**config.mk**
```make
export PLATFORM = sky130hd
export DESIGN_NAME = tdd_div_cell
export DESIGN_NICKNAME = d
export VERILOG_FILES = /design/src/sv/tdd_pkg.sv /design/src/sv/tdd_div_cell.sv
export SDC_FILE = /design/constraint.sdc
export NUM_CORES = 1
export LEC_CHECK = 0
export BUFFER_PORTS_ARGS = -buffer_cell sky130_fd_sc_hd__buf_2
export CAP_MARGIN = 20
export CORE_AREA = 3 3 139 141
export DETAILED_ROUTE_END_ITERATION = 6
export DIE_AREA = 0 0 142 144
export PLACE_DENSITY = 0.61
export SLEW_MARGIN = 10
export SYNTH_ARGS = -nofsm -noshare
export SYNTH_HDL_FRONTEND = slang
export SYNTH_SLANG_ARGS = --single-unit
```
**constraint.sdc**
```tcl
create_clock -name clk_i -period 0.8 [get_ports clk_i]
set_input_delay 0.12 -clock clk_i [delete_from_list [all_inputs] [get_ports clk_i]]
set_output_delay 0.12 -clock clk_i [all_outputs]
set_load 0.03 [all_outputs]
```
**src/sv/tdd_pkg.sv**
```systemverilog
// Package for the timeout-to-deadline block: request, response and divider cell types,
// unit codes and the unit scale table. No dependencies.
package tdd_pkg;

  // Number of restoring-division cells, one per dividend bit
  localparam int unsigned NumCells = 64;

  // Reset value of the counter period register
  localparam logic [31:0] PeriodReset = 32'd69841279;

  // Unit codes of a request
  typedef enum logic [2:0] {
    UnitFemto = 3'd0,
    UnitPico  = 3'd1,
    UnitNano  = 3'd2,
    UnitMicro = 3'd3,
    UnitMilli = 3'd4
  } unit_e;

  // Request word
  typedef struct packed {
    logic [63:0] duration;
    logic [2:0]  time_unit;
    logic [63:0] counter_now;
  } req_t;

  // Response word
  typedef struct packed {
    logic [63:0] deadline;
    logic [63:0] tick_count;
    logic        scale_saturated;
    logic        raised_to_minimum;
  } rsp_t;

  // State held by one divider cell
  typedef struct packed {
    logic        valid;
    logic [31:0] rem;
    logic [63:0] work;
    logic [63:0] now;
    logic        sat;
    logic        raised;
  } cell_t;

  // Femtoseconds per unit; unknown codes scale to zero
  function automatic logic [39:0] unit_scale(input logic [2:0] code);
    logic [39:0] k;
    unique case (unit_e'(code))
      UnitFemto: k = 40'd1;
      UnitPico:  k = 40'd1000;
      UnitNano:  k = 40'd1000000;
      UnitMicro: k = 40'd1000000000;
      UnitMilli: k = 40'd1000000000000;
      default:   k = 40'd0;
    endcase
    return k;
  endfunction

endpackage

```
**src/sv/tdd_div_cell.sv**
```systemverilog
// One restoring-division cell: takes one dividend bit, produces one quotient bit and
// hands the partial remainder on to the next cell. Depends on tdd_pkg.
module tdd_div_cell import tdd_pkg::*; (
  input  logic        clk_i,
  input  logic        rst_ni,
  input  logic [31:0] period_i,
  input  cell_t       cell_i,
  output cell_t       cell_o
);

  logic [32:0] trial;
  logic [32:0] diff;
  logic        ge;
  logic        valid_q;
  logic [31:0] rem_q;
  logic [63:0] work_q;
  logic [63:0] now_q;
  logic        sat_q;
  logic        raised_q;

  // Bring in the next dividend bit and try to subtract the period
  assign trial = {cell_i.rem, cell_i.work[63]};
  assign diff  = trial - {1'b0, period_i};
  assign ge    = trial >= {1'b0, period_i};

  always_ff @(posedge clk_i or negedge rst_ni) begin
    if (!rst_ni) begin
      valid_q <= 1'b0;
    end else begin
      valid_q <= cell_i.valid;
    end
  end

  // Shift the quotient bit in and pass the side fields along
  always_ff @(posedge clk_i) begin
    rem_q    <= ge ? diff[31:0] : trial[31:0];
    work_q   <= {cell_i.work[62:0], ge};
    now_q    <= cell_i.now;
    sat_q    <= cell_i.sat;
    raised_q <= cell_i.raised;
  end

  always_comb begin
    cell_o.valid  = valid_q;
    cell_o.rem    = rem_q;
    cell_o.work   = work_q;
    cell_o.now    = now_q;
    cell_o.sat    = sat_q;
    cell_o.raised = raised_q;
  end

endmodule

```
==> results of run 1 <==
[repair_timing]
action,4_1_cts,5_1_grt
gates cloned,5,0
endpoints found under the hold margin,156,1
hold buffers,156,1
pin swaps,23,10
resized for setup,551,48
setup endpoints to repair,196,196
setup buffers,15,2
[cell families after synthesis]
family          count (synthesis)
flops                         163
compound gates                120
simple gates                  107
buf+inv                        66
fa+ha+maj                      33
xor+xnor                       26
mux                            10
[metal layers]
metal | share of wire [%] | wire (um) | vias up
met5 | 0.32 | 91 | -
met3 | 6.6 | 1900 | 87
li1 | - | - | 3065
met4 | 4.6 | 1310 | 12
met2 | 50 | 14200 | 291
met1 | 39 | 11000 | 3010
[registers in the layout (all words and copies together) (netlist names)]
signal and count:
now_q 64, work_q 64, rem_q 32, raised_q 1, sat_q 1, valid_q 1
[layout by cell type, fill, tap and decap left out, types with 4 or more instances in the layout]
cell | synthesis | final
o21bai_1 | 5 | 5
buf_2 | 5 | 193
o21a_1 | 6 | 5
clkinv_8 | 0 | 4
buf_4 | 4 | 113
xnor2_1 | 16 | 16
a2111oi_4 | 0 | 4
buf_16 | 0 | 5
xor2_1 | 10 | 10
dlygate4sd3_1 | 0 | 157
mux2_4 | 8 | 8
nor2_4 | 0 | 11
a21oi_2 | 1 | 26
ha_4 | 0 | 4
inv_8 | 0 | 4
nand2b_1 | 7 | 7
clkbuf_16 | 0 | 17
ha_1 | 32 | 26
a21oi_1 | 54 | 29
inv_1 | 46 | 42
o21ai_0 | 17 | 13
nor2_1 | 37 | 23
inv_6 | 0 | 4
a21o_1 | 8 | 8
nand4_1 | 8 | 8
buf_8 | 0 | 6
nand2_1 | 24 | 22
o21ai_1 | 4 | 5
nand3_1 | 8 | 8
dfxtp_2 | 0 | 162
buf_6 | 5 | 167
[worst min path at each step]
stage,from,end,slack (ns),depth (start not counted)
6_report,cell_i[160],rem_q[31]$_DFF_P_,0.02,3
2_1_floorplan,rst_ni,valid_q$_DFF_PN0_,-0.18,0
3_3_place_gp,rst_ni,valid_q$_DFF_PN0_,-0.10,1
5_1_grt,cell_i[160],rem_q[31]$_DFF_P_,0.04,3
4_1_cts,cell_i[152],rem_q[23]$_DFF_P_,-0.1,2
3_5_place_dp,rst_ni,valid_q$_DFF_PN0_,-0.10,1
[where the power goes]
part           leakage, nW  switching, W  internal (W)  total [W]
Sequential            1.38      0.000388       0.00899    0.00938
Clock                0.294       0.00397       0.00429    0.00826
Combinational         4.27       0.00407       0.00416    0.00823
Total                 5.94       0.00842        0.0174     0.0259
[through the flow]
stage          cells  hold WS [ns]
5_1_grt         1410        0.0399
3_5_place_dp    1199        -0.104
4_1_cts         1406       -0.0977
3_3_place_gp    1199        -0.104
2_1_floorplan    525        -0.176
6_report        1410        0.0246
[area by class of cell]
class	count	area (um^2)	share of cell area [%]
tap	229	287	2.28
clock inverter	14	163	1.29
multi-input combinational	296	2490	19.8
timing repair buffer	643	5530	44.0
inverter	46	178	1.41
sequential	163	3470	27.6
antenna	1	2.50	0.0199
clock buffer	18	439	3.49
[worst max-delay path: stages]
cell      delay [ns]
buf_8           0.10
inv_6           0.04
ha_4            0.20
a21o_1          0.20
o21a_1          0.19
a311oi_2        0.25
o21ai_1         0.12
or3b_1          0.37
o21a_4          0.27
buf_12          0.16
mux2_4          0.29
==> key figures, run 1 <==
Final layout
  – Layout cells sized above 1: 64.9%
  – Area grow syn2layout: 124%
  – Final instance area: 12600 um^2
  – Total of fill cells in the finished design: 1233
  – Nets: 1397
  – Finished Core Util: 69.5%

Worst setup path
  – Setup crit start: period_i[23]
  – Req. time, crit path: 1.12 ns
  – Max FO, Critical Path: 12
  – CP endpoint: rem_q[14]$_DFF_P_
  – Arr. time, crit path: 2.31 ns
  – Critical path type: in -> reg
  – Crit. End Element: register
  – Startpoint types: primary input

Clocking
  – Bufs on Longest Clock Path: 2
  – Worst-path clk slew: 0.07 ns
  – CTS tree: done
  – H-tree depth: 4
  – Root buf cell: clkbuf_16
  – CTS sink count: 163
  – CTS Buf Count: 17

Global route
  – Residual overflow from global routing: 0
  – Global Route met2 Usage: 46.3%
  – Initial antenna violation count: 7
  – Total track usage: 26.7%
  – Largest net degree at the start of global routing: 19
  – Met3 GRT Util: 8.40%
  – Vias in the first global route: 7032
  – First-pass GRT wire length: 41000 um
  – GR peak layer: met2
  – M1 GR Usage: 30.1%

STA
  – Sum Neg Setup Slack: -71.40 ns
  – Setup violators final: 196
  – Fin crit share: 250%
  – RSZ-0062 raised after global routing: true
  – PnR worst setup slack: -1.20 ns
  – Worst-Margin Slew: 0.371 ns
  – Max_slew headroom: 75.0%
  – Maximum clock rate: 501 MHz
  – Min cycle time layout: 2.00 ns
  – Slew Viols, Final: 0
  – Hold Violations, Final: 0

Route
  – Via density: 4.59
  – Post-Route WL: 28500 um
  – DR iter-0 viols: 206
  – DRC violations left: 0
  – WL/cell: 20.2 um
  – Router iterations before antenna repair: 4
  – ANT nets after route: 0
  – Routed vias: 6465

Placement
  – PortBufs: 359
  – Post-DP Area: 8460 um^2
  – Post-DP HPWL: 18600 um
  – Pre-CTS WS: -1.85 ns
  – Final RePlAce weighted congestion: 0.863

Yosys
  – Synth area leaders: dfxtp_1, ha_1, a21oi_1, inv_1, xnor2_1
  – Combinational family with the most area after synthesis: compound AO/OA/AOI/OAI gates
  – Ys async rst share: 0.613%
  – Share of the synthesized area in the top cell type: 57.7%
  – Simple-gate portion of the synthesized area: 9.31%
  – Post-synthesis cell area: 5620 um^2
  – Syn Inst Count: 525
  – Register bit count reported by yosys: 163
  – Synth Area per Inst: 10.7 um^2
  – Synth top cells by count: dfxtp_1, a21oi_1, inv_1
  – Xor/xnor share of the synthesized area: 4.05%
  – EDFF count, synth: 0
  – Synth Area in Compound Gates: 13.0%
  – Post-synthesis mux area share: 2.49%
  – Ys Warns: 0
  – Sequential fraction of the synthesis area: 58.2%
  – Area share of fa/ha/maj cells after synthesis: 7.48%
  – Syn_nets: 755
  – Yosys cell types: 50
  – Yosys top cell by area: dfxtp_1
  – Most frequent cell after synthesis: dfxtp_1
  – Ys flop type: dfxtp_1

Floorplanning
  – Initial Utilization: 31.1%
  – Top Ports: 360
  – Std cell rows: 49
  – Core ar.: 18100 um^2
  – Die ar.: 20400 um^2
  – Die height: 144 um
  – Die W: 142 um

Pwr
  – Leak: 5.94 nW
  – Total power: 0.0259 W
  – VDD IR-drop max: 1340 uV
  – Cell Pwr Density: 2060 nW/um^2

Outcome
  – Failing checks: setup timing
  – Status: finished, violations left

Hold path
  – Hold/Removal Path Class: in -> reg

Run
  – Max Cap Violations: 0
Power figures use the tool's default switching activity.
==> run 2: changes to the inputs <==
--- a/config.mk
+++ b/config.mk
@@ -11,6 +11,7 @@
 export DETAILED_ROUTE_END_ITERATION = 6
 export DIE_AREA = 0 0 142 144
 export PLACE_DENSITY = 0.61
+export RECOVER_POWER = 100
 export SLEW_MARGIN = 10
 export SYNTH_ARGS = -nofsm -noshare
 export SYNTH_HDL_FRONTEND = slang
==> run 2 against run 1 <==
  * The run still ends with setup timing left
  * Wire length barely moved
  * Cell area down 0.15%
  * Flip-flop and latch count unchanged
  * Sequential share of layout area about the same
  * Via count is 0.56% lower
  * Fmax is essentially flat
  * Largest power group unchanged
==> key figures, run 2 (synthesis results as in run 1) <==
Outcome
  – Status: finished, violations left (unchanged)
  – Failing checks: setup timing (unchanged)

Global route
  – Global Route met2 Usage: 46.3% (unchanged)
  – Total track usage: 26.7% (unchanged)
  – M1 GR Usage: 30.1% (unchanged)
  – Largest net degree at the start of global routing: 19 (unchanged)
  – GR peak layer: met2 (unchanged)
  – Met3 GRT Util: 8.40% (unchanged)
  – First-pass GRT wire length: 41000 um (unchanged)
  – Residual overflow from global routing: 0 (unchanged)
  – Vias in the first global route: 7032 (unchanged)
  – Initial antenna violation count: 7 (unchanged)

Placement
  – Post-DP Area: 8460 um^2 (unchanged)
  – Final RePlAce weighted congestion: 0.863 (unchanged)
  – PortBufs: 359 (unchanged)
  – Post-DP HPWL: 18600 um (unchanged)

Final layout
  – Biggest regs: now_q (64), work_q (64), rem_q (32) (unchanged)
  – Nets: 1397 (unchanged)
  – Most common cell after layout, fill and taps aside: buf_2 (unchanged)
  – Commonest non-fill, non-tap cells in the layout: buf_2, buf_6, dfxtp_2 (unchanged)
  – Final instance area: 12500 um^2 (was 12600 um^2)
  – Area grow syn2layout: 123% (was 124%)
  – Sequential Area: 3470 um^2 (unchanged)
  – Footprint of the multi-input gates: 2490 um^2 (unchanged)
  – Total of fill cells in the finished design: 1243 (was 1233)
  – Layout cells sized above 1: 63.6% (was 64.9%)

Floorplanning
  – Die ar.: 20400 um^2 (unchanged)
  – Std cell rows: 49 (unchanged)
  – Die height: 144 um (unchanged)
  – Core ar.: 18100 um^2 (unchanged)
  – Initial Utilization: 31.1% (unchanged)
  – Die W: 142 um (unchanged)
  – Top Ports: 360 (unchanged)

Hold path
  – Hold/Removal Path Class: in -> reg (unchanged)

Clocking
  – Worst-path clk slew: 0.07 ns (about the same)
  – CTS tree: done (unchanged)
  – H-tree depth: 4 (unchanged)
  – Bufs on Longest Clock Path: 2 (unchanged)
  – CTS sink count: 163 (unchanged)
  – Root buf cell: clkbuf_16 (unchanged)
  – CTS Buf Count: 17 (unchanged)

STA
  – Fin crit share: 250% (about the same)
  – Sum Neg Setup Slack: -71.34 ns (was -71.40 ns)
  – Min cycle time layout: 2.00 ns (about the same)
  – Slew Viols, Final: 0 (unchanged)
  – Max_slew headroom: 75.0% (about the same)
  – Hold Slack: 0.0242 ns (was 0.0246 ns)
  – Setup violators final: 196 (unchanged)
  – Maximum clock rate: 500 MHz (was 501 MHz)
  – RSZ-0062 raised after global routing: true (unchanged)
  – PnR worst setup slack: -1.20 ns (about the same)
  – Hold Violations, Final: 0 (unchanged)
  – Worst-Margin Slew: 0.372 ns (was 0.371 ns)

Pwr
  – VDD IR-drop max: 1340 uV (about the same)
  – Total power: 0.0259 W (about the same)
  – Cell Pwr Density: 2060 nW/um^2 (about the same)
  – Leak: 5.90 nW (was 5.94 nW)

Route
  – Router iterations before antenna repair: 4 (unchanged)
  – Routed vias: 6429 (was 6465)
  – ANT nets after route: 0 (unchanged)
  – Post-Route WL: 28500 um (about the same)
  – Via density: 4.56 (was 4.59)
  – WL/cell: 20.2 um (about the same)
  – DR iter-0 viols: 213 (was 206)
  – DRC violations left: 0 (unchanged)

Worst setup path
  – Startpoint types: primary input (unchanged)
  – Crit. End Element: register (unchanged)
  – Critical path type: in -> reg (unchanged)
  – Max FO, Critical Path: 12 (unchanged)
  – Arr. time, crit path: 2.31 ns (about the same)
  – Req. time, crit path: 1.11 ns (was 1.12 ns)

Run
  – Max Cap Violations: 0 (unchanged)
run 2: changes by cell type in the layout (fill, tap and decap cells not counted), sizes merged:
cell,previous run,this run
buf,486,469
clkbuf,18,35
run 2: path summary, 6_finish.rpt:
check / from / depth (start not counted) / endpoint
setup / recovery: period_i[23] / 11 / rem_q[14]$_DFF_P_
hold / removal: cell_i[160] / 3 / rem_q[31]$_DFF_P_
max in group asynchronous: rst_ni / 3 / valid_q$_DFF_PN0_
min in group asynchronous: rst_ni / 3 / valid_q$_DFF_PN0_
run 2: cell type report:
| class | count | area share [%] |
|---|---|---|
| multi-input cells | 296 | 19.9 |
| clock buffers | 18 | 3.50 |
| flip-flops and latches | 163 | 27.7 |
| clock inverters | 14 | 1.30 |
| diodes | 1 | 0.0199 |
| repair buffers | 643 | 44.0 |
| inverters | 46 | 1.42 |
| well taps | 229 | 2.28 |
run 2: per-layer routing:
metal | up-vias | share of wire [%]
met2 | 283 | 50
met3 | 84 | 6.8
met4 | 12 | 4.5
met5 | - | 0.33
li1 | 3063 | -
met1 | 2987 | 38
run 2: what timing repair did:
action / in CTS / in global routing
resized for setup: 551 / 48
endpoints found under the setup margin: 196 / 196
hold endpoints to repair: 156 / 1
buffers inserted: 15 / 2
cloned: 5 / 0
hold buffers: 156 / 1
pin swaps: 23 / 10
run 2: stage by stage:
step	utilization [%]	setup slack, ns	std cells
floorplan	-	-1.45	525
global placement	46.8	-1.77	1199
detailed placement	46.8	-1.85	1199
CTS	68.2	-1.20	1406
global route	69.4	-1.26	1410
finish	69.4	-1.20	1410
run 2: worst max-delay path, cell delays in order:
cell	delay [ns]
buf_8	0.10
inv_6	0.04
ha_4	0.20
a21o_1	0.20
o21a_1	0.19
a311oi_2	0.25
o21ai_1	0.12
or3b_1	0.37
o21a_4	0.27
buf_12	0.16
mux2_4	0.29
run 2: report_power, final:
part	switching (W)	internal, W	total, W
Combinational	0.00407	0.00415	0.00822
Clock	0.00396	0.00429	0.00826
Sequential	0.000387	0.00899	0.00938
